--- config.mk ---
export PLATFORM = sky130hd
export DESIGN_NAME = rgb_channel_gain_balance
export DESIGN_NICKNAME = d
export VERILOG_FILES = /design/src/design/rcgb_pkg.sv /design/src/design/rcgb_norm.sv /design/src/design/rcgb_pipe.sv /design/src/design/rgb_channel_gain_balance.sv
export SDC_FILE = /design/constraint.sdc
export NUM_CORES = 2
export LEC_CHECK = 0
export BUFFER_PORTS_ARGS = -buffer_cell sky130_fd_sc_hd__buf_2
export CORE_ASPECT_RATIO = 0.8
export CORE_MARGIN = 10
export CORE_UTILIZATION = 66
export CTS_CLUSTER_SIZE = 10
export DETAILED_ROUTE_END_ITERATION = 7
export PLACE_DENSITY = 0.89
export SLEW_MARGIN = 25
export SYNTH_ARGS = -nofsm -noshare
export SYNTH_HDL_FRONTEND = slang
export SYNTH_SLANG_ARGS = --single-unit
--- constraint.sdc ---
create_clock -name clk -period 11.8 [get_ports clk]
set_input_delay 0 -clock clk [delete_from_list [all_inputs] [get_ports clk]]
set_output_delay 0 -clock clk [all_outputs]
set_load 0.02 [all_outputs]
--- src/design/rcgb_pkg.sv ---
// Types, constants and helper functions of the RGB channel gain balance block.
package rcgb_pkg;

  localparam int NCHAN          = 3;
  localparam int SAMPLE_W       = 16;
  localparam int GAIN_W         = 18;
  localparam int EFF_W          = 20;
  localparam int GAIN_FRAC_BITS = 16;

  // Luminance weights in Q16; they sum to 2^LW_W.
  localparam int LW_W        = 16;
  localparam int NORM_SHIFT  = 16 + GAIN_FRAC_BITS;
  localparam int S_W         = LW_W + GAIN_W;
  localparam int NUM_W       = GAIN_W + NORM_SHIFT + 1;
  localparam int HI_W        = NUM_W - EFF_W;
  localparam int CNT_W       = $clog2(EFF_W);
  localparam int K_W         = $clog2(NCHAN);
  localparam int PROD_W      = SAMPLE_W + EFF_W;
  localparam int SHR_W       = PROD_W - GAIN_FRAC_BITS;
  localparam int TDATA_W     = NCHAN * SAMPLE_W;
  localparam int CFG_IDX_W   = 3;
  localparam int CFG_DATA_W  = GAIN_W;

  localparam logic [GAIN_W-1:0]   GAIN_RESET = GAIN_W'(1) << GAIN_FRAC_BITS;
  localparam logic [EFF_W-1:0]    EFF_MAX    = '1;
  localparam logic [SAMPLE_W-1:0] LIMIT_8    = SAMPLE_W'(8'hFF);
  localparam logic [SAMPLE_W-1:0] LIMIT_16   = '1;

  localparam logic [LW_W-1:0] LW_RED   = LW_W'(19595);
  localparam logic [LW_W-1:0] LW_GREEN = LW_W'(38470);
  localparam logic [LW_W-1:0] LW_BLUE  = LW_W'(7471);

  localparam logic [K_W-1:0] CH_RED   = K_W'(0);
  localparam logic [K_W-1:0] CH_GREEN = K_W'(1);
  localparam logic [K_W-1:0] CH_BLUE  = K_W'(2);

  typedef enum logic [CFG_IDX_W-1:0] {
    REG_GAIN_RED      = 3'd0,
    REG_GAIN_GREEN    = 3'd1,
    REG_GAIN_BLUE     = 3'd2,
    REG_NORMALIZE     = 3'd3,
    REG_SAMPLE_DEPTH  = 3'd4,
    REG_CHANNEL_ORDER = 3'd5
  } reg_idx_t;

  typedef enum logic [2:0] {
    ST_IDLE,
    ST_SUM,
    ST_FILL,
    ST_LOAD,
    ST_DIV
  } norm_state_t;

  typedef logic [NCHAN-1:0][SAMPLE_W-1:0] pix_t;
  typedef logic [NCHAN-1:0][EFF_W-1:0]    eff_vec_t;

  typedef struct packed {
    logic [NCHAN-1:0][GAIN_W-1:0] gain;
    logic                         normalize;
    logic                         depth16;
    logic                         order_bgr;
  } cfg_t;

  function automatic logic [LW_W-1:0] luma_weight(input logic [K_W-1:0] k);
    logic [LW_W-1:0] w;
    unique case (k)
      CH_RED:   w = LW_RED;
      CH_GREEN: w = LW_GREEN;
      CH_BLUE:  w = LW_BLUE;
      default:  w = '0;
    endcase
    return w;
  endfunction

endpackage

--- src/design/rcgb_norm.sv ---
// Effective gain sequencer: luminance sum and bit-serial normalising divide.
module rcgb_norm (
  input  logic              clk,
  input  logic              rst_n,
  input  logic              start,
  input  rcgb_pkg::cfg_t    cfg,
  output logic              busy,
  output rcgb_pkg::eff_vec_t eff
);
  import rcgb_pkg::*;

  norm_state_t      state_r, state_nxt;
  logic [K_W-1:0]   k_r, k_nxt;
  logic [S_W-1:0]   sum_r, sum_nxt;
  logic [S_W-1:0]   rem_r, rem_nxt;
  logic [EFF_W-1:0] lo_r, lo_nxt;
  logic [EFF_W-1:0] quo_r, quo_nxt;
  logic [CNT_W-1:0] cnt_r, cnt_nxt;
  eff_vec_t         eff_r, eff_nxt;

  logic [S_W-1:0]   luma_term;
  logic [NUM_W-1:0] num;
  logic [HI_W-1:0]  hi;
  logic             hi_ovf;
  logic [S_W:0]     trial;
  logic [S_W:0]     diff;
  logic             ge;
  logic             last_k;
  logic             last_bit;
  logic             do_div;

  assign last_k    = (k_r == CH_BLUE);
  assign last_bit  = (cnt_r == CNT_W'(EFF_W - 1));
  assign do_div    = cfg.normalize && (sum_r != '0);
  assign luma_term = S_W'(luma_weight(k_r)) * S_W'(cfg.gain[k_r]);

  // Rounded numerator; if its upper part is not below the divisor the
  // quotient cannot fit and the gain saturates.
  assign num    = NUM_W'({cfg.gain[k_r], {NORM_SHIFT{1'b0}}}) + NUM_W'(sum_r >> 1);
  assign hi     = num[NUM_W-1:EFF_W];
  assign hi_ovf = (S_W'(hi) >= sum_r);

  assign trial = {rem_r, lo_r[EFF_W-1]};
  assign diff  = trial - {1'b0, sum_r};
  assign ge    = (trial >= {1'b0, sum_r});

  always_comb begin
    state_nxt = state_r;
    unique case (state_r)
      ST_IDLE: if (start) state_nxt = ST_SUM;
      ST_SUM:  if (last_k) state_nxt = ST_FILL;
      ST_FILL: state_nxt = do_div ? ST_LOAD : ST_IDLE;
      ST_LOAD: begin
        if (!hi_ovf) state_nxt = ST_DIV;
        else if (last_k) state_nxt = ST_IDLE;
      end
      ST_DIV: begin
        if (last_bit) state_nxt = last_k ? ST_IDLE : ST_LOAD;
      end
      default: state_nxt = ST_IDLE;
    endcase
  end

  always_comb begin
    k_nxt   = k_r;
    sum_nxt = sum_r;
    rem_nxt = rem_r;
    lo_nxt  = lo_r;
    quo_nxt = quo_r;
    cnt_nxt = cnt_r;
    eff_nxt = eff_r;
    unique case (state_r)
      ST_IDLE: begin
        if (start) begin
          sum_nxt = '0;
          k_nxt   = CH_RED;
        end
      end
      ST_SUM: begin
        sum_nxt = sum_r + luma_term;
        k_nxt   = last_k ? CH_RED : k_r + K_W'(1);
      end
      ST_FILL: begin
        if (!do_div) begin
          for (int c = 0; c < NCHAN; c++) begin
            eff_nxt[c] = cfg.normalize ? '0 : EFF_W'(cfg.gain[c]);
          end
        end
      end
      ST_LOAD: begin
        if (hi_ovf) begin
          eff_nxt[k_r] = EFF_MAX;
          k_nxt        = last_k ? CH_RED : k_r + K_W'(1);
        end else begin
          rem_nxt = S_W'(hi);
          lo_nxt  = num[EFF_W-1:0];
          quo_nxt = '0;
          cnt_nxt = '0;
        end
      end
      ST_DIV: begin
        rem_nxt = ge ? diff[S_W-1:0] : trial[S_W-1:0];
        lo_nxt  = lo_r << 1;
        quo_nxt = {quo_r[EFF_W-2:0], ge};
        cnt_nxt = cnt_r + CNT_W'(1);
        if (last_bit) begin
          eff_nxt[k_r] = {quo_r[EFF_W-2:0], ge};
          k_nxt        = last_k ? CH_RED : k_r + K_W'(1);
        end
      end
      default: ;
    endcase
  end

  always_ff @(posedge clk) begin
    if (!rst_n) begin
      state_r <= ST_IDLE;
      k_r     <= CH_RED;
      for (int c = 0; c < NCHAN; c++) begin
        eff_r[c] <= EFF_W'(GAIN_RESET);
      end
    end else begin
      state_r <= state_nxt;
      k_r     <= k_nxt;
      eff_r   <= eff_nxt;
    end
  end

  always_ff @(posedge clk) begin
    sum_r <= sum_nxt;
    rem_r <= rem_nxt;
    lo_r  <= lo_nxt;
    quo_r <= quo_nxt;
    cnt_r <= cnt_nxt;
  end

  assign busy = (state_r != ST_IDLE);
  assign eff  = eff_r;

endmodule

--- src/design/rcgb_pipe.sv ---
// Three-stage pixel pipeline: gain select, multiply, shift and saturate.
module rcgb_pipe (
  input  logic               clk,
  input  logic               rst_n,
  input  logic               in_valid,
  output logic               in_ready,
  input  rcgb_pkg::pix_t     in_pix,
  input  rcgb_pkg::cfg_t     cfg,
  input  rcgb_pkg::eff_vec_t eff,
  output logic               out_valid,
  input  logic               out_ready,
  output rcgb_pkg::pix_t     out_pix
);
  import rcgb_pkg::*;

  logic v1_r, v1_nxt, v2_r, v2_nxt, v3_r, v3_nxt;
  logic rdy1, rdy2, rdy3;

  pix_t     smp1_r, smp1_nxt;
  eff_vec_t gain1_r, gain1_nxt;
  logic     depth1_r, depth1_nxt;

  logic [NCHAN-1:0][PROD_W-1:0] prod2_r, prod2_nxt;
  logic                         depth2_r, depth2_nxt;

  pix_t out3_r, out3_nxt;

  logic [SAMPLE_W-1:0]  lim1;
  logic [SAMPLE_W-1:0]  lim2;
  logic [SHR_W-1:0]     shr [NCHAN];

  // Each stage takes a beat when it is empty or its content moves on.
  assign rdy3 = !v3_r || out_ready;
  assign rdy2 = !v2_r || rdy3;
  assign rdy1 = !v1_r || rdy2;

  assign lim1 = cfg.depth16 ? LIMIT_16 : LIMIT_8;
  assign lim2 = depth2_r ? LIMIT_16 : LIMIT_8;

  always_comb begin
    v1_nxt     = rdy1 ? in_valid : v1_r;
    smp1_nxt   = smp1_r;
    gain1_nxt  = gain1_r;
    depth1_nxt = depth1_r;
    if (rdy1 && in_valid) begin
      for (int c = 0; c < NCHAN; c++) begin
        smp1_nxt[c] = in_pix[c] & lim1;
      end
      gain1_nxt[CH_GREEN] = eff[CH_GREEN];
      gain1_nxt[CH_RED]   = cfg.order_bgr ? eff[CH_BLUE] : eff[CH_RED];
      gain1_nxt[CH_BLUE]  = cfg.order_bgr ? eff[CH_RED] : eff[CH_BLUE];
      depth1_nxt          = cfg.depth16;
    end
  end

  always_comb begin
    v2_nxt     = rdy2 ? v1_r : v2_r;
    prod2_nxt  = prod2_r;
    depth2_nxt = depth2_r;
    if (rdy2 && v1_r) begin
      for (int c = 0; c < NCHAN; c++) begin
        prod2_nxt[c] = PROD_W'(smp1_r[c]) * PROD_W'(gain1_r[c]);
      end
      depth2_nxt = depth1_r;
    end
  end

  always_comb begin
    v3_nxt   = rdy3 ? v2_r : v3_r;
    out3_nxt = out3_r;
    for (int c = 0; c < NCHAN; c++) begin
      shr[c] = prod2_r[c][PROD_W-1:GAIN_FRAC_BITS];
      if (rdy3 && v2_r) begin
        out3_nxt[c] = (shr[c] > SHR_W'(lim2)) ? lim2 : shr[c][SAMPLE_W-1:0];
      end
    end
  end

  always_ff @(posedge clk) begin
    if (!rst_n) begin
      v1_r <= 1'b0;
      v2_r <= 1'b0;
      v3_r <= 1'b0;
    end else begin
      v1_r <= v1_nxt;
      v2_r <= v2_nxt;
      v3_r <= v3_nxt;
    end
  end

  always_ff @(posedge clk) begin
    smp1_r   <= smp1_nxt;
    gain1_r  <= gain1_nxt;
    depth1_r <= depth1_nxt;
    prod2_r  <= prod2_nxt;
    depth2_r <= depth2_nxt;
    out3_r   <= out3_nxt;
  end

  assign in_ready  = rdy1;
  assign out_valid = v3_r;
  assign out_pix   = out3_r;

endmodule

--- src/design/rgb_channel_gain_balance.sv ---
// Top level of the RGB channel gain balance block: registers and glue.
//
// Pixels enter on the in_ stream, one beat per pixel, and leave on the out_
// stream in the same order with each colour sample scaled by its channel
// gain and saturated to 255 (8-bit depth) or 65535 (16-bit depth).
// The pixel path is three register stages deep, and a new pixel is taken
// every cycle while nothing stalls and the gain sequencer is idle.
// When out_tready is low the last stage holds its beat and the stages
// behind it keep filling until the pipe is full; only then does in_tready
// fall, and no beat is lost or repeated.
// Register writes on the cfg_ port restart the gain sequencer, which holds
// cfg_ready and in_tready low while it runs; with luminance normalisation
// its bit-serial divider produces one quotient bit per cycle for each gain
// that it divides.
// Reset (synchronous, active low) empties the pipe and returns all
// registers and effective gains to unity, 8-bit depth and red-first order.
module rgb_channel_gain_balance (
  input  logic                            clk,
  input  logic                            rst_n,
  input  logic                            in_tvalid,
  output logic                            in_tready,
  // chan_first [15:0], chan_middle [31:16], chan_last [47:32]
  input  logic [rcgb_pkg::TDATA_W-1:0]    in_tdata,
  output logic                            out_tvalid,
  input  logic                            out_tready,
  // out_first [15:0], out_middle [31:16], out_last [47:32]
  output logic [rcgb_pkg::TDATA_W-1:0]    out_tdata,
  input  logic                            cfg_valid,
  output logic                            cfg_ready,
  input  logic [rcgb_pkg::CFG_IDX_W-1:0]  cfg_index,
  input  logic [rcgb_pkg::CFG_DATA_W-1:0] cfg_data
);
  import rcgb_pkg::*;

  cfg_t     cfg_r, cfg_nxt;
  eff_vec_t eff;
  logic     busy;
  logic     cfg_acc;
  logic     pipe_rdy;
  pix_t     out_pix;

  assign cfg_ready = !busy;
  assign cfg_acc   = cfg_valid && cfg_ready;

  always_comb begin
    cfg_nxt = cfg_r;
    if (cfg_acc) begin
      unique case (reg_idx_t'(cfg_index))
        REG_GAIN_RED:      cfg_nxt.gain[CH_RED]   = cfg_data;
        REG_GAIN_GREEN:    cfg_nxt.gain[CH_GREEN] = cfg_data;
        REG_GAIN_BLUE:     cfg_nxt.gain[CH_BLUE]  = cfg_data;
        REG_NORMALIZE:     cfg_nxt.normalize      = cfg_data[0];
        REG_SAMPLE_DEPTH:  cfg_nxt.depth16        = cfg_data[0];
        REG_CHANNEL_ORDER: cfg_nxt.order_bgr      = cfg_data[0];
        default: ;
      endcase
    end
  end

  always_ff @(posedge clk) begin
    if (!rst_n) begin
      for (int c = 0; c < NCHAN; c++) begin
        cfg_r.gain[c] <= GAIN_RESET;
      end
      cfg_r.normalize <= 1'b0;
      cfg_r.depth16   <= 1'b0;
      cfg_r.order_bgr <= 1'b0;
    end else begin
      cfg_r <= cfg_nxt;
    end
  end

  rcgb_norm u_norm (
    .clk   (clk),
    .rst_n (rst_n),
    .start (cfg_acc),
    .cfg   (cfg_r),
    .busy  (busy),
    .eff   (eff)
  );

  // Pixels wait while the effective gains are being worked out.
  rcgb_pipe u_pipe (
    .clk       (clk),
    .rst_n     (rst_n),
    .in_valid  (in_tvalid && !busy),
    .in_ready  (pipe_rdy),
    .in_pix    (pix_t'(in_tdata)),
    .cfg       (cfg_r),
    .eff       (eff),
    .out_valid (out_tvalid),
    .out_ready (out_tready),
    .out_pix   (out_pix)
  );

  assign in_tready = pipe_rdy && !busy;
  assign out_tdata = TDATA_W'(out_pix);

endmodule

### Word level (Yosys, flattened, before mapping)

Cells that the tools add are included.

* bits in registers: 503
* bits of input ports: 74
* output and inout port bits: 51

* add/subtract/negate cells: 5
* $mul: 4
* order comparisons: 7
* equal/unequal tests: 19
* mux-type cells: 44
* bitwise gates (word level): 4
* reduce and logical (&&, ||, !) cells: 35

Operators by type and width (count)
* $mux W60: 3
* $pmux W60 S3: 1
* $pmux W34 S2: 2
* $mul A16 B20 Y36: 3
* $mux W34: 3
* $mux W16: 5
* $mux W20: 4
* $mux W18: 4
* $bwmux W60: 1
* $gt A20 B16 Y1: 3
* $or A60 B60 Y60: 1
* $add A50 B33 Y51: 1
* $and A16 B16 Y16: 3
* $pmux W16 S3: 1
* $demux W20 S2: 1
* $pmux W20 S2: 1
* $pmux W19 S2: 1
* $bmux W18 S2: 1
* $ge A35 B34 Y1: 1
* $add A34 B34 Y34: 1
* $ge A31 B34 Y1: 1
* $mul A16 B18 Y34: 1
* $reduce_bool A34 Y1: 1
* $sub A34 B34 Y34: 1
* other kinds (30): 73

### Depth between registers and ports, before layout

* word-level depth: 7
* gate-level depth with buffers: 32
* mapped depth without buffers: 28

### Hierarchy

From an unflattened synthesis, not the netlist that was laid out.

* cell total of the unflattened synthesis: 6449
* area total of the unflattened synthesis: 61387.6 um^2

Modules (own cells, without submodules)
* rcgb_pipe: instances 1, cells an instance 3916, area an instance 38470.6 um^2, seq. area each 6606.3 um^2
* rcgb_norm: instances 1, cells an instance 2315, area an instance 20694.8 um^2, seq. area each 4664.5 um^2
* rgb_channel_gain_balance: instances 1, cells an instance 218, area an instance 2222.1 um^2, seq. area each 1141.1 um^2

### Worst setup path before layout

OpenSTA, ideal clock, no wires.

* path type: register to register
* start: reg u_norm.k_r[0]
* end: reg u_norm.cnt_r[0] (enable)
* setup time: 0.622 ns
* arrival time: 9.018 ns
* data required time: 11.178 ns
* path slack: 2.160 ns
* stages on the path, launching flop included: 20
* buffers on the path: 4
* period minus slack after synthesis: 9.640 ns
* cell sequence: dfxtp_1 > buf_4 > buf_4 > buf_4 > mux2i_1 > o21ai_1 > ha_1 > ha_1 > and2_0 > clkbuf_1 > nand3_1 > xnor2_1 > ha_1 > a21o_1 > a21o_1 > a221oi_1 > nor3_1 > a2111oi_2 > a21boi_2 > o21ai_0

* longest elaborated chain between the ends: 6

RTL lines
* start: declaration: RTL line rcgb_norm.sv:13 `logic [K_W-1:0] k_r, k_nxt;`
* start signal: assignment: RTL line rcgb_norm.sv:124 `k_r <= k_nxt;`
* $bmux W18 S2: RTL line rcgb_norm.sv:39 `assign num = NUM_W'({cfg.gain[k_r], {NORM_SHIFT{1'b0}}}) + NUM_W'(sum_r >> 1);`
* $mux W18 (implied by the code): RTL line rcgb_norm.sv:39
* $add A50 B33 Y51: RTL line rcgb_norm.sv:39
* $ge A31 B34 Y1: RTL line rcgb_norm.sv:41 `assign hi_ovf = (S_W'(hi) >= sum_r);`
* $ne A2 B2 Y1 (no source line)
* $reduce_and A2 Y1 (no source line)
* end signal: assignment: RTL line rcgb_norm.sv:134 `cnt_r <= cnt_nxt;`
* end: declaration: RTL line rcgb_norm.sv:18 `logic [CNT_W-1:0] cnt_r, cnt_nxt;`

Every way passes these cells. The select of a mux whose other input is x is not followed.
A chain may end at the register's enable or synchronous reset.

### Worst setup path after layout

* start: reg u_norm.k_r[1]
* end: reg u_norm.sum_r[32], data pin

* longest elaborated chain between the ends: 5
* elaborated cells on any way between the ends: 9
* those cells by class: 1 x add/sub; 1 x mul; 2 x eq/ne; 4 x mux; 1 x reduce/logical

RTL lines
* $eq A2 B2 Y1 (tied with other cells): RTL line rcgb_pkg.sv:66 `unique case (k)`
* $pmux W16 S3 or $mux W18 (tied branches): RTL line rcgb_pkg.sv:66, rcgb_norm.sv:35
* $mul A16 B18 Y34 *: RTL line rcgb_norm.sv:35 `assign luma_term = S_W'(luma_weight(k_r)) * S_W'(cfg.gain[k_r]);`
* $add A34 B34 Y34 *: RTL line rcgb_norm.sv:80 `sum_nxt = sum_r + luma_term;`
* $pmux W34 S2 *: RTL line rcgb_norm.sv:72 `unique case (state_r)`
* end signal: assignment: RTL line rcgb_norm.sv:130 `sum_r <= sum_nxt;`
* end: declaration: RTL line rcgb_norm.sv:14 `logic [S_W-1:0] sum_r, sum_nxt;`

Every way passes the cells marked *; elsewhere a longest branch is shown, timed or not. The select of a mux whose other input is x is not followed.

==> results.cfg <==
[pwr]
ir_drop_v = 0.0003090
p_leak_nw = 31.31
powerDensity_nw_per_um2 = 189.4

[global_routing]
grt_use_total = 0.3139
use_met3 = 0.09670
grt_pass1_vias = 48730
grt_pass1_wl_mm = 262.4
met1_usage = 0.4128
grt.busiest_layer = met2
antenna_found_initial = 18
overflow = 0
grt_max_degree = 92
use_met2 = 0.4911

[worst_setup_path]
arrival_ps = 9320
rrSetupSlack_ps = 2880
reg2regPathDepth = 25
worstSetupStartpoint = u_norm.k_r[1]
reg2reg_from = u_norm.k_r[1]
worstPathRequired_ps = 12200
rr_endpoint = u_norm.sum_r[32]
endpoint = u_norm.sum_r[32]
cp_max_fo = 26
critPathKind = reg2reg
end_kind = register
startpoint_type = register

[drt]
drt_iter0_markers = 4896
firstDrtPassIters = 7
routedWlPerCell_um = 21.37
drc = 0
vias = 46000
ant_nets = 0
routed_wl_mm = 164.2
via_per_inst = 5.986

[cts]
cts_sinks = 455
cts_buffers = 55
cts_tree = yes
insertion_delay_ps = 670
cts_resized = 0
post_cts_buffers = 0
clock_path_buffers = 3
htreeDepth = 2
cts.reportedPaths.clkPinSlew_ps = 60
cts-root-buf = clkbuf_16

[place]
gp_congestion = 0.9738
hpwl_mm = 125.8
io_buffers = 124

[yosys]
synth-seq-area-share = 0.2048
yosys.cell_types.count = 101
syn_nets = 7985
syn_area_um2 = 60610
avgSynthCellArea_um2 = 9.471
ys_ff_latch = 455
synth_edf_count = 330
yosysWarnings = 0
synth_cells = 6400
async_flop_share = 0
synth-main-ff-cell = edfxtp_1

[sta]
fin_crit_sh = 0.7564
layout_min_cycle_time_ps = 8925
finalSetupViolations = 0
tightest_slew_ps = 1048
holdWs_ps = 46.54
rsz0062_at_grt = no
fmax_mhz = 112.0
slew_viol_final = 0
slew_headroom = 0.3014
skew_ps = 52.28
hold_viol = 0
setup_tns_ps = 0

[layout]
finish.utilization = 0.7066
area_delta_synth_final_pct = 6.284
drive_gt1_frac = 0.05680
final.fill_count = 6333
final_cell_mix = inv_1, fa_1, nand2_1
nets = 7999
layout_commonest_cell = inv_1

[die]
die_height_um = 291.1
die_area_um2 = 104400
fp-row-count = 99
initial_core_util = 0.6648
core_area_um2 = 91170
ios = 125
die_w_um = 358.8

[flow_run]
max_cap_violations = 0

[outcome]
status = complete, no violations

[hold_path]
hold_path_class = in2reg
==> worst min-delay path by stage <==
| stage | startpoint | end | slack (ps) | depth (start not counted) |
|---|---|---|---|---|
| final | in_tdata[1] | u_pipe.smp1_r[1] | 50 | 2 |
| after global routing | in_tdata[4] | u_pipe.smp1_r[4] | 60 | 2 |
| after detailed placement | in_tdata[3] | u_pipe.smp1_r[3] | 180 | 1 |
| after CTS | in_tdata[32] | u_pipe.smp1_r[32] | 40 | 2 |
| after floorplan | in_tdata[0] | u_pipe.smp1_r[0] | 100 | 0 |
| after global placement | in_tdata[39] | u_pipe.smp1_r[39] | 180 | 1 |
==> worst max-delay path: stages, from the launching register on <==
cell and delay [ps]:
dfxtp_1 930, ha_1 570, nor2_1 180, nor2_1 750, nand2_1 350, fa_1 690
inv_1 80, fa_1 530, inv_1 50, fa_1 490, inv_1 50, fa_1 490
fa_1 490, inv_1 50, fa_1 480, inv_1 40, ha_1 370, a21o_1 210
a211oi_1 400, o2bb2ai_1 170, a21oi_1 120, a221oi_2 470, a21oi_1 170, a21boi_1 260
o31ai_1 120, mux2i_1 130
==> area by class of cell <==
| cell class | count | area [um^2] | share of cell area |
|---|---|---|---|
| Antenna cell | 11 | 27.53 | 0.0004273 |
| Clock buffer | 95 | 1619 | 0.02513 |
| Clock inverter | 9 | 105.1 | 0.001631 |
| Inverter | 1390 | 5218 | 0.08099 |
| Multi-Input combinational cell | 4274 | 41830 | 0.6493 |
| Sequential cell | 455 | 12410 | 0.1927 |
| Tap cell | 1212 | 1516 | 0.02354 |
| Timing Repair Buffer | 238 | 1693 | 0.02628 |
==> metal layers <==
layer  up-vias  share of wire
li1      20000              -
met1     22510           0.38
met2      2964           0.45
met3       521           0.13
met4        14          0.038
met5         -        0.00055
==> metrics by stage <==
step	total power, W	setup WS, ps	cell area (um^2)	cells
final	0.01220	2875	64420	7684
after floorplan	0.008273	2160	60610	6400
after global routing	0.01331	2456	64410	7680
after global placement	0.009890	3305	61860	7491
after detailed placement	0.01031	2955	61860	7491
after CTS	0.01205	2925	64360	7672
==> power by group <==
| part | leakage [nW] | internal, W | switching, W |
|---|---|---|---|
| clock | 0.829 | 0.000935 | 0.000735 |
| combinational | 26.4 | 0.00340 | 0.00468 |
| sequential | 4.08 | 0.00220 | 0.000252 |
| total | 31.3 | 0.00653 | 0.00567 |
==> registers in the layout, indices dropped and copies added, names as in the netlist, 34 cells and up <==
register,flops
cfg_r,57
u_norm.eff,60
u_norm.rem_r,34
u_norm.sum_r,34
u_pipe.gain1_r,60
u_pipe.out_pix,48
u_pipe.prod2_r,60
u_pipe.smp1_r,48
==> timing repair <==
action,4_1_cts,5_1_grt
hold buffers,77,0
endpoints found under the setup margin,0,0
endpoints found under the hold margin,127,0
==> kinds of logic after synthesis <==
logic type	share of synthesized area
adders and majority gates	0.4317
AOI/OAI and AO/OA	0.07801
muxes	0.01765
DFF	0.2048
buffers and inverters	0.1061
and+or+nand+nor	0.1426
xor gates and xnor gates	0.01922
==> synthesized netlist by cell type, types with 18 or more instances <==
| master | number | area, um^2 |
|---|---|---|
| a211oi_1 | 21 | 157.7 |
| a21o_1 | 75 | 563.0 |
| a21oi_1 | 188 | 940.9 |
| a221oi_1 | 18 | 157.7 |
| a311oi_1 | 34 | 297.8 |
| and2_1 | 409 | 2559 |
| clkbuf_1 | 238 | 893.4 |
| dfxtp_1 | 125 | 2502 |
| edfxtp_1 | 330 | 9910 |
| fa_1 | 967 | 19360 |
| ha_1 | 544 | 6807 |
| inv_1 | 1388 | 5210 |
| mux2_2 | 43 | 484.2 |
| mux2i_1 | 54 | 540.5 |
| nand2_1 | 962 | 3611 |
| nand2b_1 | 23 | 143.9 |
| nand3_1 | 47 | 235.2 |
| nand4_1 | 43 | 269.0 |
| nor2_1 | 141 | 529.3 |
| nor2b_1 | 71 | 444.2 |
| nor3_1 | 30 | 150.1 |
| o21a_1 | 35 | 262.8 |
| o21ai_0 | 137 | 685.7 |
| o22ai_1 | 43 | 269.0 |
| or2_2 | 28 | 175.2 |
| xnor2_1 | 89 | 779.5 |
| xor2_1 | 44 | 385.4 |
Power figures use the tool's default switching activity.
